$ cat src/pccs_pkg.sv
// ============================================================================
// pccs_pkg: shared types and constants of the power cycle color sequencer
// Holds the sequencer phase codes, request codes, register indexes and the
// state, configuration and result structs passed between modules.
// ============================================================================
package pccs_pkg;

    // Number of programmable reset step registers, and the cap on steps played.
    localparam int unsigned NUM_RESET_REGS  = 4;
    localparam int unsigned MAX_RESET_STEPS = 4;

    // Request codes on the func field.
    localparam logic [1:0] FUNC_TICK    = 2'd0;
    localparam logic [1:0] FUNC_REQUEST = 2'd1;
    localparam logic [1:0] FUNC_RESET   = 2'd2;

    // Configuration register indexes.
    localparam logic [2:0] CFG_COLOR_COUNT = 3'd0;
    localparam logic [2:0] CFG_MIN_OFF     = 3'd1;
    localparam logic [2:0] CFG_CHANGE      = 3'd2;
    localparam logic [2:0] CFG_STEP_COUNT  = 3'd3;
    localparam logic [2:0] CFG_STEP_A      = 3'd4;
    localparam logic [2:0] CFG_STEP_B      = 3'd5;
    localparam logic [2:0] CFG_STEP_C      = 3'd6;
    localparam logic [2:0] CFG_STEP_D      = 3'd7;

    typedef enum logic [2:0] {
        PH_IDLE    = 3'd0,
        PH_PRE_OFF = 3'd1,
        PH_OFF     = 3'd2,
        PH_FINAL   = 3'd3,
        PH_RESET   = 3'd4
    } phase_t;

    typedef struct packed {
        logic        switch_level;
        logic [31:0] off_elapsed;
        logic        turn_on_pending;
        logic        held_on;
        logic [7:0]  held_effect;
        logic [7:0]  present_color;
        phase_t      phase;
        logic [31:0] phase_timer;
        logic [2:0]  reset_step_pos;
        logic        sync_flag;
    } state_t;

    typedef struct packed {
        logic [7:0]                       color_count;
        logic [31:0]                      min_off_ticks;
        logic [31:0]                      change_ticks;
        logic [2:0]                       reset_step_count;
        logic [NUM_RESET_REGS-1:0][32:0]  reset_step;
    } cfg_t;

    typedef struct packed {
        logic        output_on;
        logic [7:0]  color_now;
        logic        busy_res;
        logic        effect_sync;
    } result_t;

endpackage

$ cat src/pccs_step.sv
// ============================================================================
// pccs_step: next-state logic for one item
// Combinational update of the sequencer state for a tick, a request update
// or a color reset command, plus the result fields seen after the update.
// ============================================================================
module pccs_step (
    input  pccs_pkg::state_t  state_cur,
    input  pccs_pkg::cfg_t    cfg,
    input  logic [1:0]        func,
    input  logic              want_on,
    input  logic [7:0]        effect_request,
    output pccs_pkg::state_t  state_next,
    output pccs_pkg::result_t result
);

    // Out-of-range color reads as 1 and is written back as such.
    function automatic pccs_pkg::state_t norm_color(pccs_pkg::state_t s);
        pccs_pkg::state_t r;
        r = s;
        if (r.present_color == 8'd0 || r.present_color > cfg.color_count)
        begin
            r.present_color = 8'd1;
        end
        return r;
    endfunction

    function automatic pccs_pkg::state_t drive(pccs_pkg::state_t s, logic level);
        pccs_pkg::state_t r;
        r = s;
        if (r.switch_level && !level)
        begin
            r.off_elapsed = 32'd0;
        end
        r.switch_level = level;
        return r;
    endfunction

    function automatic logic effect_in_range(pccs_pkg::state_t s);
        return (s.held_effect != 8'd0) && (s.held_effect <= cfg.color_count);
    endfunction

    function automatic pccs_pkg::state_t apply_request(pccs_pkg::state_t s);
        pccs_pkg::state_t r;
        r = s;
        if (r.phase == pccs_pkg::PH_IDLE)
        begin
            if (!r.held_on)
            begin
                r.turn_on_pending = 1'b0;
                r = drive(r, 1'b0);
            end
            else if (!r.switch_level && r.off_elapsed < cfg.min_off_ticks)
            begin
                r.turn_on_pending = 1'b1;
            end
            else
            begin
                r.turn_on_pending = 1'b0;
                r = drive(r, 1'b1);
                r = norm_color(r);
                if (r.held_effect == 8'd0)
                begin
                    r.held_effect = r.present_color;
                    r.sync_flag   = 1'b1;
                end
                else if (effect_in_range(r) && r.held_effect != r.present_color)
                begin
                    r.phase       = pccs_pkg::PH_PRE_OFF;
                    r.phase_timer = cfg.change_ticks;
                end
            end
        end
        return r;
    endfunction

    function automatic pccs_pkg::state_t next_reset_step(pccs_pkg::state_t s);
        pccs_pkg::state_t r;
        logic [2:0]       n;
        logic [32:0]      stp;
        r = s;
        n = cfg.reset_step_count;
        if (n > 3'(pccs_pkg::MAX_RESET_STEPS))
        begin
            n = 3'(pccs_pkg::MAX_RESET_STEPS);
        end
        stp = cfg.reset_step[r.reset_step_pos[1:0]];
        if (r.reset_step_pos < n)
        begin
            r.reset_step_pos = r.reset_step_pos + 3'd1;
            r = drive(r, stp[32]);
            r.phase       = pccs_pkg::PH_RESET;
            r.phase_timer = stp[31:0];
        end
        else
        begin
            r.present_color = 8'd1;
            r.phase         = pccs_pkg::PH_IDLE;
            r = apply_request(r);
        end
        return r;
    endfunction

    function automatic pccs_pkg::state_t phase_done(pccs_pkg::state_t s);
        pccs_pkg::state_t r;
        logic [7:0]       target;
        r = s;
        case (r.phase)
            pccs_pkg::PH_PRE_OFF:
            begin
                r = drive(r, 1'b0);
                r.phase       = pccs_pkg::PH_OFF;
                r.phase_timer = cfg.change_ticks;
            end
            pccs_pkg::PH_OFF:
            begin
                r = drive(r, 1'b1);
                r = norm_color(r);
                r.present_color = (r.present_color < cfg.color_count) ?
                                  r.present_color + 8'd1 : 8'd1;
                if (effect_in_range(r))
                begin
                    target = r.held_effect;
                end
                else
                begin
                    r = norm_color(r);
                    target = r.present_color;
                end
                if (r.present_color != target)
                begin
                    r.phase       = pccs_pkg::PH_PRE_OFF;
                    r.phase_timer = cfg.change_ticks;
                end
                else if (r.held_on)
                begin
                    r.phase = pccs_pkg::PH_IDLE;
                end
                else
                begin
                    r.phase       = pccs_pkg::PH_FINAL;
                    r.phase_timer = cfg.change_ticks;
                end
            end
            pccs_pkg::PH_FINAL:
            begin
                r.phase = pccs_pkg::PH_IDLE;
                r = apply_request(r);
            end
            pccs_pkg::PH_RESET:
            begin
                r = next_reset_step(r);
            end
            default:
            begin
                r.phase = pccs_pkg::PH_IDLE;
            end
        endcase
        return r;
    endfunction

    function automatic pccs_pkg::state_t tick(pccs_pkg::state_t s);
        pccs_pkg::state_t r;
        r = s;
        if (!r.switch_level && r.off_elapsed != 32'hFFFF_FFFF)
        begin
            r.off_elapsed = r.off_elapsed + 32'd1;
        end
        if (r.phase != pccs_pkg::PH_IDLE)
        begin
            if (r.phase_timer != 32'd0)
            begin
                r.phase_timer = r.phase_timer - 32'd1;
            end
            if (r.phase_timer == 32'd0)
            begin
                r = phase_done(r);
            end
        end
        // Pending turn-on only exists while idle, so at most one apply per item.
        if (r.turn_on_pending && (r.switch_level || r.off_elapsed >= cfg.min_off_ticks))
        begin
            r.turn_on_pending = 1'b0;
            r = apply_request(r);
        end
        return r;
    endfunction

    always_comb
    begin
        pccs_pkg::state_t s;
        s = state_cur;
        s.sync_flag = 1'b0;
        case (func)
            pccs_pkg::FUNC_TICK:
            begin
                s = tick(s);
            end
            pccs_pkg::FUNC_REQUEST:
            begin
                s.held_on     = want_on;
                s.held_effect = effect_request;
                s = apply_request(s);
            end
            pccs_pkg::FUNC_RESET:
            begin
                if (s.phase == pccs_pkg::PH_IDLE)
                begin
                    s.turn_on_pending = 1'b0;
                    s.reset_step_pos  = 3'd0;
                    s.phase           = pccs_pkg::PH_RESET;
                    s = next_reset_step(s);
                end
            end
            default:
            begin
                s = s;
            end
        endcase
        state_next         = s;
        result.output_on   = s.switch_level;
        result.color_now   = s.present_color;
        result.busy_res    = (s.phase != pccs_pkg::PH_IDLE);
        result.effect_sync = s.sync_flag;
    end

endmodule

$ cat src/power_cycle_color_sequencer.sv
// ============================================================================
// power_cycle_color_sequencer: power switch driver for a color-cycling light
// Top level: configuration registers, input register, sequencer state and
// result register around the single-item next-state logic.
// ============================================================================
// Usage:
//   Input channel (in_valid / in_stall) carries one item per accept: func
//   selects a tick, a request update (want_on, effect_request) or a color
//   reset command. Every accepted item yields exactly one result item on the
//   output channel (out_valid / out_stall): switch level, believed color,
//   busy flag and effect sync flag after that item.
//   An accepted item sits in the input register; the whole state update then
//   runs combinationally from there into the result register, where out_valid
//   rises. Throughput is one item per clock while the receiver does not stall;
//   the single state register loop (tick counters, phase timer, color) closes
//   through the combinational next-state logic.
//   When the receiver stalls, the result register holds; the input register
//   still takes one more item, after which in_stall follows out_stall.
//   Configuration writes (cfg_write, cfg_index, cfg_data) are registered; the
//   user must make them only while no item is in flight: the block never checks.
//   Reset (rst_n low, async) clears both channels, puts the switch off with
//   the off period starting, color 1, no held request, and restores the
//   register defaults (one color, all times zero, no reset steps).
module power_cycle_color_sequencer (
    input  logic        clk,
    input  logic        rst_n,
    // configuration
    input  logic        cfg_write,
    input  logic [2:0]  cfg_index,
    input  logic [32:0] cfg_data,
    // input channel
    input  logic        in_valid,
    output logic        in_stall,
    input  logic [1:0]  func,
    input  logic        want_on,
    input  logic [7:0]  effect_request,
    // output channel
    output logic        out_valid,
    input  logic        out_stall,
    output logic        output_on,
    output logic [7:0]  color_now,
    output logic        busy_res,
    output logic        effect_sync
);

    pccs_pkg::cfg_t     cfg_reg;
    pccs_pkg::state_t   state_reg;
    pccs_pkg::state_t   state_next;
    pccs_pkg::result_t  result_next;
    pccs_pkg::result_t  result_reg;

    logic        inq_valid_reg;
    logic [1:0]  inq_func_reg;
    logic        inq_want_on_reg;
    logic [7:0]  inq_effect_reg;
    logic        out_valid_reg;
    logic        advance;
    logic        fire;

    // ---------------- configuration registers ----------------
    always_ff @(posedge clk or negedge rst_n)
    begin
        if (!rst_n)
        begin
            cfg_reg.color_count      <= 8'd1;
            cfg_reg.min_off_ticks    <= 32'd0;
            cfg_reg.change_ticks     <= 32'd0;
            cfg_reg.reset_step_count <= 3'd0;
            cfg_reg.reset_step       <= '0;
        end
        else if (cfg_write)
        begin
            case (cfg_index)
                pccs_pkg::CFG_COLOR_COUNT: cfg_reg.color_count      <= cfg_data[7:0];
                pccs_pkg::CFG_MIN_OFF:     cfg_reg.min_off_ticks    <= cfg_data[31:0];
                pccs_pkg::CFG_CHANGE:      cfg_reg.change_ticks     <= cfg_data[31:0];
                pccs_pkg::CFG_STEP_COUNT:  cfg_reg.reset_step_count <= cfg_data[2:0];
                pccs_pkg::CFG_STEP_A:      cfg_reg.reset_step[0]    <= cfg_data;
                pccs_pkg::CFG_STEP_B:      cfg_reg.reset_step[1]    <= cfg_data;
                pccs_pkg::CFG_STEP_C:      cfg_reg.reset_step[2]    <= cfg_data;
                pccs_pkg::CFG_STEP_D:      cfg_reg.reset_step[3]    <= cfg_data;
                default:                   cfg_reg.color_count      <= cfg_reg.color_count;
            endcase
        end
    end

    // ---------------- handshake ----------------
    // The compute stage moves when the result register is empty or draining.
    assign advance  = !out_valid_reg || !out_stall;
    assign fire     = inq_valid_reg && advance;
    assign in_stall = inq_valid_reg && !advance;

    // input register
    always_ff @(posedge clk or negedge rst_n)
    begin
        if (!rst_n)
        begin
            inq_valid_reg <= 1'b0;
        end
        else if (!in_stall)
        begin
            inq_valid_reg <= in_valid;
        end
    end

    always_ff @(posedge clk)
    begin
        if (in_valid && !in_stall)
        begin
            inq_func_reg    <= func;
            inq_want_on_reg <= want_on;
            inq_effect_reg  <= effect_request;
        end
    end

    // ---------------- next-state logic ----------------
    pccs_step u_step (
        .state_cur      (state_reg),
        .cfg            (cfg_reg),
        .func           (inq_func_reg),
        .want_on        (inq_want_on_reg),
        .effect_request (inq_effect_reg),
        .state_next     (state_next),
        .result         (result_next)
    );

    // sequencer state: updated once per item as it passes to the result register
    always_ff @(posedge clk or negedge rst_n)
    begin
        if (!rst_n)
        begin
            state_reg.switch_level    <= 1'b0;
            state_reg.off_elapsed     <= 32'd0;
            state_reg.turn_on_pending <= 1'b0;
            state_reg.held_on         <= 1'b0;
            state_reg.held_effect     <= 8'd0;
            state_reg.present_color   <= 8'd1;
            state_reg.phase           <= pccs_pkg::PH_IDLE;
            state_reg.phase_timer     <= 32'd0;
            state_reg.reset_step_pos  <= 3'd0;
            state_reg.sync_flag       <= 1'b0;
        end
        else if (fire)
        begin
            state_reg <= state_next;
        end
    end

    // result register
    always_ff @(posedge clk or negedge rst_n)
    begin
        if (!rst_n)
        begin
            out_valid_reg <= 1'b0;
        end
        else if (fire)
        begin
            out_valid_reg <= 1'b1;
        end
        else if (!out_stall)
        begin
            out_valid_reg <= 1'b0;
        end
    end

    always_ff @(posedge clk)
    begin
        if (fire)
        begin
            result_reg <= result_next;
        end
    end

    assign out_valid   = out_valid_reg;
    assign output_on   = result_reg.output_on;
    assign color_now   = result_reg.color_now;
    assign busy_res    = result_reg.busy_res;
    assign effect_sync = result_reg.effect_sync;

`ifndef ASSERT_OFF
    // A deferred turn-on is only ever held while no sequence runs.
    a_pending_idle: assert property (@(posedge clk) disable iff (!rst_n)
        state_reg.turn_on_pending |-> (state_reg.phase == pccs_pkg::PH_IDLE))
        else $error("turn-on pending while sequence busy");

    // Color is only set to 1, normalized or advanced below the color count, so it never reaches zero.
    a_color_nonzero: assert property (@(posedge clk) disable iff (!rst_n)
        state_reg.present_color != 8'd0)
        else $error("present color is zero");

    a_step_pos_cap: assert property (@(posedge clk) disable iff (!rst_n)
        state_reg.reset_step_pos <= 3'(pccs_pkg::MAX_RESET_STEPS))
        else $error("reset step position past cap");

    // An item leaving the input register shows up as a result next cycle.
    a_fire_result: assert property (@(posedge clk) disable iff (!rst_n)
        fire |=> out_valid_reg)
        else $error("item lost between input and result register");
`endif

endmodule
$ cat config.mk
export PLATFORM = sky130hd
export DESIGN_NAME = power_cycle_color_sequencer
export DESIGN_NICKNAME = d
export VERILOG_FILES = /design/src/pccs_pkg.sv /design/src/pccs_step.sv /design/src/power_cycle_color_sequencer.sv
export SDC_FILE = /design/constraint.sdc
export NUM_CORES = 1
export LEC_CHECK = 0
export BUFFER_PORTS_ARGS = -buffer_cell sky130_fd_sc_hd__buf_2
export CAP_MARGIN = 10
export CELL_PAD_IN_SITES_DETAIL_PLACEMENT = 2
export CELL_PAD_IN_SITES_GLOBAL_PLACEMENT = 2
export CORE_ASPECT_RATIO = 0.9
export CORE_MARGIN = 3
export CORE_UTILIZATION = 30
export CTS_BUF_LIST = sky130_fd_sc_hd__clkbuf_4 sky130_fd_sc_hd__clkbuf_8
export CTS_CLUSTER_SIZE = 16
export DETAILED_ROUTE_END_ITERATION = 12
export PLACE_DENSITY = 0.73
export SETUP_SLACK_MARGIN = 0.1
export SLEW_MARGIN = 25
export SYNTH_ARGS = -nofsm -noshare
export SYNTH_HDL_FRONTEND = slang
export SYNTH_SLANG_ARGS = --single-unit
$ cat constraint.sdc
create_clock -name clk -period 10.26 [get_ports clk]
set_clock_uncertainty 0.05 [all_clocks]
set_input_delay 1.026 -clock clk [delete_from_list [all_inputs] [get_ports clk]]
set_output_delay 1.026 -clock clk [all_outputs]
set_load 0.01 [all_outputs]
# [After elaboration in Yosys (flattened, before gate mapping)]
# Cells that the tools add are included.
[totals] regBits=320 input_bits=52 out_inout_bits=13 word_cells=262
[op_classes] add_sub_neg=4 order_cmp=15 n_eq_ne=36 muxes=116 bitwise=1 n_reduce_logical=64
[op_table] op="$mux 90" n=18
[op_table] op="$mux 8" n=45
[op_table] op="$mux 32" n=11
[op_table] op="$mux 33" n=10
[op_table] op="$mux 55" n=5
[op_table] op="$pmux 90 s3" n=1
[op_table] op="$pmux 51 s4" n=1
[op_table] op="$pmux 36 s4" n=1
[op_table] op="$mux 35" n=4
[op_table] op="$lt 32x32->1" n=3
[op_table] op="$bmux 33 s2" n=1
[op_table] op="$logic_not 8->1" n=6
[op_table] op="$ne 8x8->1" n=6
[op_table] op="$mux 47" n=1
[op_table] op="$mux 34" n=1
[op_table] op="$add 32x1->32 const B" n=1
[op_table] op="$ge 32x32->1" n=1
[op_table] op="$logic_not 32->1" n=1
[op_table] op="$ne 32x32->1 const B" n=1
[op_table] op="$reduce_bool 32->1" n=1
[op_table] op="$sub 32x1->32 const B" n=1
[op_table] op="$gt 8x8->1" n=3
[op_table] op="$le 8x8->1" n=3
[op_table] op="$reduce_bool 8->1" n=3
[op_table] op="34 further kinds" n=107

# [Depth between registers and ports, before layout]
# Gate-level depths: netlist (run 1).
[logic_depth] depth_word=43 ltp_mapped=43 depth_no_buf=39

# [Modules after synthesis]
# Synthesis (run 1) repeated with hierarchy kept, for this count alone.
[unflattened] cells_unflattened=2457 area_unflattened_um2=24063.1
[by_module_without_submodules] mod="power_cycle_color_sequencer" instances=1 cells_each=667 area_each_um2=12059.1 seq_area_each_um2=8145.3
[by_module_without_submodules] mod="pccs_step" instances=1 cells_each=1790 area_each_um2=12004.0 seq_area_each_um2=0.0

# [Worst setup path after synthesis (run 1)]
# Ideal clock, no wire load.
[synth_timing] path_type="register -> register" start="register state_reg[80] (netlist bit)" end="register state_reg[33] (netlist bit)" setup_ns=0.124 arrival_ns=8.370 required_time_ns=10.086 path_slack_ns=1.716 stages_incl_launch_ff=37 path_buffers=3 period_less_slack_ns=8.544 cell_sequence="dfrtp_1 > and4_1 > and4_1 > a31oi_1 > nand4_1 > nor2_1 > nand4_1 > nor3_1 > nand3_1 > nor2_1 > nand3_1 > xor2_1 > inv_1 > ha_1 > nand3_1 > nor3_1 > nand4_1 > or4b_2 > a31oi_1 > a31o_2 > a2111oi_0 > o32a_4 > ha_1 > and3_1 > nand3_1 > o21ai_0 > clkbuf_1 > o21ai_0 > xnor2_1 > nor4_2 > o31a_2 > a311oi_4 > or2_4 > and2_1 > buf_2 > buf_6 > a211o_1"
[synth_between] elab_chain_cells=30 elab_cells_between_ends=60 cone_classes="add/sub (1); order compare (6); eq/ne (4); mux (34); reduce/logical (15)"
[synth_rtl] item="from (decl)" line="power_cycle_color_sequencer.sv:47" rtl="pccs_pkg::state_t state_reg;"
[synth_rtl] item="from (signal assigned)" line="power_cycle_color_sequencer.sv:145" rtl="state_reg <= state_next;"
[synth_rtl] item="branches (longest 30 deep; another with $add 32x1->32)"
# Parallel ways; which one is timed is not known. The select of a mux whose other input is x is not followed.
# A chain may end at the register's enable or synchronous reset.

# [Final worst setup path (run 1)]
[layout_timing] start="register state_reg[79] (netlist bit)" end="register state_reg[10] (netlist bit)"
# Same word-level chain as after synthesis.

==> run metrics, run 1 <==
Post-Synthesis Cell Area approximately 22000 sq um; CTS tree done; clock slew at the register clock pins of the worst setup and hold paths 0.06 ns; highest routed layer met4; wire length on met2 40900 um; initial antenna violation count 5; Synth Area per Inst around 9.6 sq um; count of routing violations after the opening detailed-route iteration 1405; final antenna-violating net count 0; max reg flops between 200 and 250; Worst EP required 10.76 ns; IO Port Bufs 64; later-pin clock latency in the skew report 0.70 ns; number of global-route vias before repair between 20000 and 25000; max frequency approximately 110 MHz; Netlist cell types 93; final setup fails 0; share of synthesized registers carrying an async set or reset 0.931; Detailed Routing Iterations Pass 1 5; clock sink count 320; top library cells by usage in the layout, fill and taps aside sky130_fd_sc_hd__dfrtp_1 (295), sky130_fd_sc_hd__nand2_1 (197), sky130_fd_sc_hd__mux2_2 (172), sky130_fd_sc_hd__o21ai_0 (164), sky130_fd_sc_hd__ha_1 (154); remaining routing DRC violations 0; final estimated routing congestion in global placement 0.943; critical path class reg2reg; areal power density over the cells between 150 and 200 nW/um^2; synthesized flop and latch total 320; slew at the pin closest to its max-slew limit between 1 and 1.5 ns; routed length per instance 27.0 um; GRT overflow 0; cell-internal power 2.87 mW; number of primary I/O pins 65; WL met1 40100 um; maximum resistive drop on vdd 113 uV; effective utilization at floorplan 0.304; WP buf/inv 4; die boundary height roughly 260 um; total number of vias between 15000 and 20000; combinational group share of total power 0.313; die footprint 76100 sq um; dominant delay contributor by cell family on the critical path simple AND/OR/NAND/NOR gates; commonest non-fill, non-tap cell in the layout sky130_fd_sc_hd__dfrtp_1; TritonCTS buffer count 59; width of the chip 290 um; largest net degree at the start of global routing 101; half-perimeter wire length after placement around 65000 um; number of pins with negative max-slew slack in the final report 0; status completed; first-pass GRT wire length 137000 um; Crit path largest cell delay 0.75 ns; minimum clock period after layout 9.46 ns; crit share post-route 0.922; post-synth net total 2473; Ys Warns 0; core region area 71800 sq um; share of final-layout standard cells stronger than drive strength 1 0.211; relative contribution of sequential cells to total power 0.389; Cells after Synth 2267; critical path's slowest cell sky130_fd_sc_hd__or4b_2; Tightest Hold Check Type in2async; Crit path arrival time ~10 ns; largest fanout of any net on the critical path 13; combined global-route utilization of all metal layers 0.234; Area Growth Syn to Fin 13.9%; count of standard-cell rows 93; post-route setup TNS 0 ns; number of maximum-capacitance violations 0; CTS root buffer sky130_fd_sc_hd__clkbuf_8; sequential fraction of the synthesis area 0.372; wire length after detailed routing around 90000 um; Setup crit end kind flip-flop; EDFF count, synth 22; Final Hold Vio Count 0; Slew HR 0.292; prevailing post-synth register cell sky130_fd_sc_hd__dfrtp_1; reported leakage power 10.7 nW; switching power share of the total 0.381; final net count 2558; Clock Power Share 0.298; sum of met3 wire segment lengths after detailed routing 5680 um; net switching power 1.77 mW; detail-routed via count per cell 5.85; CP dominant cell by count sky130_fd_sc_hd__nand4_1; RSZ-0062 raised after global routing no; final worst-path setup slack 0.801 ns; pre-CTS WS roughly 0.41 ns; clk buf depth 3; CTS H-tree lvls 2; sort of element at the start of the critical path flip-flop
## cell usage after synthesis (all sizes together) (22+ instances only)
master,n,area [sq um]
a21o,43,323
inv,102,383
ha,154,1930
or3,22,153
o21ai,166,831
a31oi,32,200
o21a,22,165
clkbuf,104,390
xor2,36,315
a21oi,99,495
nand2,198,743
nand3,63,315
nor3,67,345
edfxtp,22,661
nand2b,25,156
nand4,42,263
nor2,136,510
xnor2,32,280
nor4,27,190
dfrtp,296,7410
a22o,27,236
mux4,33,743
mux2,172,1940
## repair_timing
| action | 4_1_cts | 5_1_grt |
|---|---|---|
| gates resized for setup | 0 | 11 |
| hold buffers | 0 | 0 |
| buffers inserted | 0 | 2 |
| setup endpoints to repair | 0 | 34 |
## metrics by stage
| stage | util | cells | hold slack [ns] | instance area, sq um | power (mW) |
|---|---|---|---|---|---|
| after floorplan | - | 2267 | 0.407 | 21900 | 2.64 |
| after global placement | 0.328 | 3239 | 0.429 | 23500 | 3.15 |
| after detailed placement | 0.328 | 3239 | 0.441 | 23500 | 3.24 |
| after CTS | 0.346 | 3343 | 0.336 | 24800 | 4.66 |
| after global routing | 0.347 | 3346 | 0.363 | 24900 | 4.91 |
| final | 0.347 | 3348 | 0.304 | 24900 | 4.64 |
## layout make-up
cell class	instances	area [sq um]
inverters	104	390
clock inverters	16	181
well taps	950	1190
fillers	7766	46900
flip-flops and latches	320	8120
clock buffers	88	1110
repair buffers	142	927
diodes	3	7.51
multi-input cells	1725	13000
## worst paths after layout
| check | start | end | slack (ns) | cells after the start |
|---|---|---|---|---|
| hold reg to reg | cfg_reg[96]$_DFFE_PN0P_ | cfg_reg[96]$_DFFE_PN0P_ | 0.45 | 1 |
| setup reg to reg | state_reg[79]$_DFFE_PN0P_ | state_reg[10]$_DFFE_PN0P_ | 0.80 | 40 |
| setup / recovery | state_reg[79]$_DFFE_PN0P_ | state_reg[10]$_DFFE_PN0P_ | 0.80 | 40 |
| hold / removal | rst_n | cfg_reg[183]$_DFFE_PN0P_ | 0.30 | 1 |
| max in group asynchronous | rst_n | cfg_reg[201]$_DFFE_PN0P_ | 8.36 | 2 |
| min in group clk | cfg_reg[96]$_DFFE_PN0P_ | cfg_reg[96]$_DFFE_PN0P_ | 0.45 | 1 |
## power by group through the flow
stage | sequential (mW) | clock (mW) | combinational [mW]
floorplan | 1.66 | 0 | 0.978
global placement | 1.79 | 0 | 1.36
detailed placement | 1.82 | 0 | 1.42
CTS | 1.80 | 1.42 | 1.44
global route | 1.84 | 1.48 | 1.59
finish | 1.80 | 1.38 | 1.45
## layer usage
metal / vias up / track usage
met5: - / 0
met4: 0 / 0.0936
met3: 200 / 0.0475
met2: 590 / 0.375
met1: 10135 / 0.311
li1: 8664 / -
## cells by family after synthesis
group                      count (synthesis)  share of synthesized area
muxes                                    210                      0.125
and+or+nand+nor                          703                      0.164
AOI/OAI and AO/OA                        587                      0.182
DFF                                      320                      0.372
adders and majority gates                154                     0.0882
buffers and inverters                    222                     0.0391
xor gates and xnor gates                  71                     0.0303
Note: power is estimated with default switching activity, not from simulation.
==> run 2: changes to the inputs <==
ABC_AREA = 1   (was unset)
PLACE_DENSITY = 0.8   (was 0.73)
SYNTH_HIERARCHICAL = 1   (was unset)
==> run metrics, run 2 <==
status completed; post-route setup TNS 0 ns (unchanged); cell-internal power 3.42 mW (+19%); slew at the pin closest to its max-slew limit 1.08 ns (+0.0219 ns); switching power share of the total 0.508 (+0.127); Post-Synthesis Cell Area 26500 sq um (+21%); relative contribution of sequential cells to total power 0.274 (-0.115); critical path's slowest cell sky130_fd_sc_hd__nor2_1; max frequency 107 MHz (+1.4%); Slew HR 0.277 (-0.0153); number of global-route vias before repair 32168 (+51%); largest fanout of any net on the critical path 33 (+20); CTS root buffer sky130_fd_sc_hd__clkbuf_8; die footprint 91900 sq um (+21%); number of resized instances in the post-cts repair step 0 (unchanged); sort of element at the start of the critical path flip-flop; path depth of the worst reg2reg path 35 (-13%); CP dominant cell by count sky130_fd_sc_hd__nand2_1; fill count 10608 (+37%); reg-to-reg slack, setup 0.94 ns (+0.13 ns); Detailed Routing Iterations Pass 1 5 (unchanged); die boundary height 288 um (+9.9%); FF/Latch Area 8120 sq um (unchanged); Setup crit end kind flip-flop; critical path class reg2reg; dominant delay contributor by cell family on the critical path simple AND/OR/NAND/NOR gates; endpoint of the worst register-to-register path state_reg[10]$_DFFE_PN0P_; Tightest Hold Check Type in2async; CTS H-tree lvls 2 (unchanged); post-synth net total 4230 (+71%); commonest non-fill, non-tap cell in the layout sky130_fd_sc_hd__nand2_1; Post-CTS Setup Repair Bufs 0 (unchanged); total number of vias 30244 (+54%); r2r startpoint state_reg[5]$_DFFE_PN0P_; clock slew at the register clock pins of the worst setup and hold paths 0.07 ns (about the same); share of final-layout standard cells stronger than drive strength 1 0.0808 (-0.130); minimum clock period after layout 9.32 ns (-0.135 ns); final setup fails 0 (unchanged); Cells after Synth 4024 (+78%); width of the chip 319 um (+9.9%); initial antenna violation count 5 (unchanged); top library cells by usage in the layout, fill and taps aside sky130_fd_sc_hd__nand2_1 (1259), sky130_fd_sc_hd__inv_1 (361), sky130_fd_sc_hd__nand3_1 (355), sky130_fd_sc_hd__nor2_1 (322), sky130_fd_sc_hd__o21ai_0 (322); CTS tree done; Worst EP required 10.88 ns (+0.12 ns); largest net degree at the start of global routing 139 (+38%); later-pin clock latency in the skew report 0.75 ns (+0.05 ns); areal power density over the cells 238 nW/um^2 (+28%); wire length after detailed routing 135000 um (+49%); final estimated routing congestion in global placement 0.941 (-0.31%); Area Growth Syn to Fin 10.4%; net switching power 3.53 mW (+100%); maximum resistive drop on vdd 109 uV (-3.3%); routed length per instance 26.1 um (-3.5%); Ys Warns 6 (+6); detail-routed via count per cell 5.84 (-0.17%); WP buf/inv 6 (+2); crit share post-route 0.909 (-0.0131); reported leakage power 14.3 nW (+33%); combined global-route utilization of all metal layers 0.288 (+0.0540); Crit path arrival time 9.95 ns (about the same); Synth Area per Inst 6.59 sq um (-32%); count of routing violations after the opening detailed-route iteration 2671 (+90%); number of maximum-capacitance violations 0 (unchanged); effective utilization at floorplan 0.305 (+0.000962); max reg flops 207 (unchanged); number of primary I/O pins 65 (unchanged); remaining routing DRC violations 0 (unchanged); Non-Filler Instances 5178 (+55%); Final Hold Vio Count 0 (unchanged); count of standard-cell rows 102 (+9.7%); final net count 4188 (+64%); IO Port Bufs 64 (unchanged); half-perimeter wire length after placement 93900 um (+43%); Total Power Consumption 6.96 mW (+50%); post-route cell area 29300 sq um (+18%); clk buf depth 3 (unchanged); core region area 86800 sq um (+21%); DP Area 27700 sq um (+18%); final antenna-violating net count 0 (unchanged); first-pass GRT wire length 204000 um (+49%); area occupied by multi-input gates 16000 sq um (+23%); Clock Power Share 0.236 (-0.062); number of cells in the design after placement 5063 (+56%); crit path launch state_reg[5]$_DFFE_PN0P_; clock sink count 320 (unchanged); count of hold-fix buffers inserted at cts 0 (unchanged); GRT overflow 0 (unchanged); TritonCTS buffer count 61 (+3.4%); combinational group share of total power 0.489 (+0.176); number of pins with negative max-slew slack in the final report 0 (unchanged); RSZ-0062 raised after global routing no; Crit path largest cell delay 0.78 ns (+0.03 ns); Hold WS 0.288 ns (-0.0162 ns)
## run 2: cell types whose count changed in the layout (fill, tap and decap cells not counted), sizes merged, moves of 102 or more
| cell | change |
|---|---|
| nand3 | +301 |
| nand2 | +1081 |
| inv | +272 |
| mux2 | -172 |
| a21oi | +102 |
| nor2 | +219 |
| o21ai | +162 |
## run 2: layer usage
metal  vias up  routed length [um]  GRT usage
met5         -                  46          0
met4         6                6850      0.136
met3       347                9780     0.0541
met2      1112               60800      0.468
met1     15482               57500      0.370
li1      13297                   -          -
## run 2: how the worst max path moves through the flow
| stage | to | slack (ns) | depth (start not counted) |
|---|---|---|---|
| 5_1_grt | state_reg[10]$_DFFE_PN0P_ | 0.55 | 37 |
| 4_1_cts | state_reg[10]$_DFFE_PN0P_ | 1.25 | 37 |
| 3_5_place_dp | state_reg[15]$_DFFE_PN0P_ | 1.36 | 37 |
| 2_1_floorplan | state_reg[29]$_DFFE_PN0P_ | 4.03 | 51 |
| 6_report | state_reg[10]$_DFFE_PN0P_ | 0.94 | 35 |
| 3_3_place_gp | state_reg[52]$_DFFE_PN0P_ | 1.44 | 35 |
## run 2: cell type report
type / instances / share of cell area
clock inverters: 24 / 0.0133
clock buffers: 90 / 0.0396
diodes: 1 / 0.0000855
inverters: 380 / 0.0488
flip-flops and latches: 320 / 0.278
repair buffers: 119 / 0.0258
well taps: 1144 / 0.0489
multi-input cells: 3100 / 0.546
## run 2: through the flow
stage,utilization,worst slack (ns)
after floorplan,-,4.03
after global placement,0.319,1.44
after detailed placement,0.319,1.36
after CTS,0.337,1.25
after global routing,0.337,0.555
final,0.337,0.936
## run 2: power by group through the flow
stage               Combinational [mW]  Clock (mW)  Sequential [mW]
floorplan                         2.20           0             1.71
global placement                  3.14           0             1.91
detailed placement                3.27           0             1.92
CTS                               3.31        1.68             1.90
global route                      3.71        1.73             1.94
finish                            3.40        1.64             1.91
==> run 3: changes to the inputs <==
CORE_MARGIN = 8   (was 3)
==> run metrics, run 3 (same netlist as run 2, synthesis figures left out) <==
status completed; Crit path largest cell delay 0.73 ns (-0.05 ns); later-pin clock latency in the skew report 0.80 ns (+0.05 ns); CTS H-tree lvls 2 (unchanged); Worst EP required 10.86 ns (-0.02 ns); critical path class reg2reg; max frequency 108 MHz (+1.0%); detail-routed via count per cell 5.82 (-0.32%); die footprint 98100 sq um (+6.7%); Slew HR 0.290 (+0.0138); combined global-route utilization of all metal layers 0.268 (-0.0203); r2r startpoint cfg_reg[204]$_DFFE_PN0P_; slew at the pin closest to its max-slew limit 1.06 ns (-0.0131 ns); final setup fails 0 (unchanged); Tightest Hold Check Type in2async; core region area 87600 sq um (+0.98%); reported leakage power 14.2 nW (-0.51%); fill count 10643 (+0.33%); minimum clock period after layout 9.23 ns (-0.0940 ns); clk buf depth 3 (unchanged); sort of element at the start of the critical path flip-flop; global routing usage on met2 0.427 (-0.0410); reg-to-reg slack, setup 1.03 ns (+0.09 ns); clock sink count 320 (unchanged); initial antenna violation count 2 (-3); endpoint of the worst register-to-register path state_reg[5]$_DFFE_PN0P_; remaining routing DRC violations 0 (unchanged); count of hold-fix buffers inserted at cts 0 (unchanged); area occupied by multi-input gates 16000 sq um (about the same); TritonCTS buffer count 60 (-1.6%); areal power density over the cells 234 nW/um^2 (-1.7%); final estimated routing congestion in global placement 0.906 (-3.7%); met3 usage 0.0324 (-0.0217); critical path's slowest cell sky130_fd_sc_hd__nor2_1; IO Port Bufs 64 (unchanged); RSZ-0062 raised after global routing no; max reg flops 207 (unchanged); crit path launch cfg_reg[204]$_DFFE_PN0P_; Area Growth Syn to Fin 9.83%; met1 global-route usage 0.357 (-0.0126); width of the chip 329 um (+3.1%); count of standard-cell rows 103 (+0.98%); maximum resistive drop on vdd 138 uV (+27%); Non-Filler Instances 5187 (+0.17%); half-perimeter wire length after placement 93200 um (-0.81%); number of global-route vias before repair 31761 (-1.3%); post-route setup TNS 0 ns (unchanged); path depth of the worst reg2reg path 41 (+17%); Hold WS 0.279 ns (-0.00823 ns); FF/Latch Area 8120 sq um (unchanged); CTS tree done; count of routing violations after the opening detailed-route iteration 2379 (-11%); first-pass GRT wire length 204000 um (+0.15%); Final Hold Vio Count 0 (unchanged); Post-CTS Setup Repair Bufs 0 (unchanged); number of cells in the design after placement 5072 (+0.18%); Crit path arrival time 9.83 ns (-0.12 ns); final antenna-violating net count 0 (unchanged); CP dominant cell by count sky130_fd_sc_hd__nand2_1; die boundary height 298 um (+3.5%); largest net degree at the start of global routing 150 (+7.9%); clock slew at the register clock pins of the worst setup and hold paths 0.07 ns (about the same); number of primary I/O pins 65 (unchanged); number of pins with negative max-slew slack in the final report 0 (unchanged); commonest non-fill, non-tap cell in the layout sky130_fd_sc_hd__nand2_1; effective utilization at floorplan 0.302 (-0.00296); final net count 4185 (-0.072%); wire length after detailed routing 135000 um (+0.36%); largest fanout of any net on the critical path 33 (unchanged); top library cells by usage in the layout, fill and taps aside sky130_fd_sc_hd__nand2_1 (1259), sky130_fd_sc_hd__inv_1 (361), sky130_fd_sc_hd__nand3_1 (356), sky130_fd_sc_hd__nor2_1 (322), sky130_fd_sc_hd__o21ai_0 (322); routed length per instance 26.1 um (+0.18%); number of maximum-capacitance violations 0 (unchanged); crit share post-route 0.900 (-0.00916); share of final-layout standard cells stronger than drive strength 1 0.0791 (-0.00170); Total Power Consumption 6.80 mW (-2.2%); total number of vias 30200 (-0.15%); GRT overflow 0 (unchanged); number of resized instances in the post-cts repair step 0 (unchanged); Detailed Routing Iterations Pass 1 5 (unchanged); peak-usage layer in the global routing report met2; Setup crit end kind flip-flop; CTS root buffer sky130_fd_sc_hd__clkbuf_8
## run 3: changes by cell type in the layout (fill, tap and decap cells not counted), sizes merged
cell	before	now
buf	119	117
bufinv	9	4
clkbuf	90	88
clkinv	18	24
inv	376	377
## run 3: worst max-delay path by stage
| stage | end | slack [ns] |
|---|---|---|
| final | state_reg[5]$_DFFE_PN0P_ | 1.03 |
| after global routing | state_reg[5]$_DFFE_PN0P_ | 0.53 |
| after CTS | state_reg[5]$_DFFE_PN0P_ | 1.21 |
| after detailed placement | state_reg[16]$_DFFE_PN0P_ | 1.21 |
| after global placement | busy_res$_DFFE_PP_ | 1.13 |
| after floorplan | state_reg[29]$_DFFE_PN0P_ | 4.03 |
## run 3: per-layer routing
layer / vias up / part of all wire / routed length, um
li1: 13301 / - / -
met1: 15491 / 0.44 / 59900
met2: 1069 / 0.45 / 60700
met3: 339 / 0.057 / 7660
met4: 0 / 0.053 / 7230
met5: - / 0 / 0
## run 3: worst max-delay path: cells and delay by family (launching register included)
family          cells  cell delay, ns
compound gates      4            1.30
fa+ha+maj           4            1.32
buf+inv             1            0.35
xor+xnor            1            0.20
simple gates       31            5.49
flops               1            0.38
## run 3: metrics by stage
stage	cell area (sq um)	setup WS, ns	utilization
final	29100	1.03	0.332
after global routing	29100	0.526	0.332
after CTS	29100	1.21	0.332
after detailed placement	27700	1.21	0.316
after global placement	27700	1.13	0.316
after floorplan	26500	4.03	-
## run 3: final cells by class
type / count / area share
inverters: 380 / 0.0491
well taps: 1155 / 0.0497
repair buffers: 117 / 0.0255
flip-flops and latches: 320 / 0.279
clock inverters: 26 / 0.00890
multi-input cells: 3100 / 0.549
clock buffers: 88 / 0.0390
diodes: 1 / 0.0000860
## run 3: power breakdown
group	internal, mW	leakage, nW	switching [mW]
clock network	0.822	0.736	0.687
logic	0.941	9.47	2.43
registers	1.52	4.03	0.401
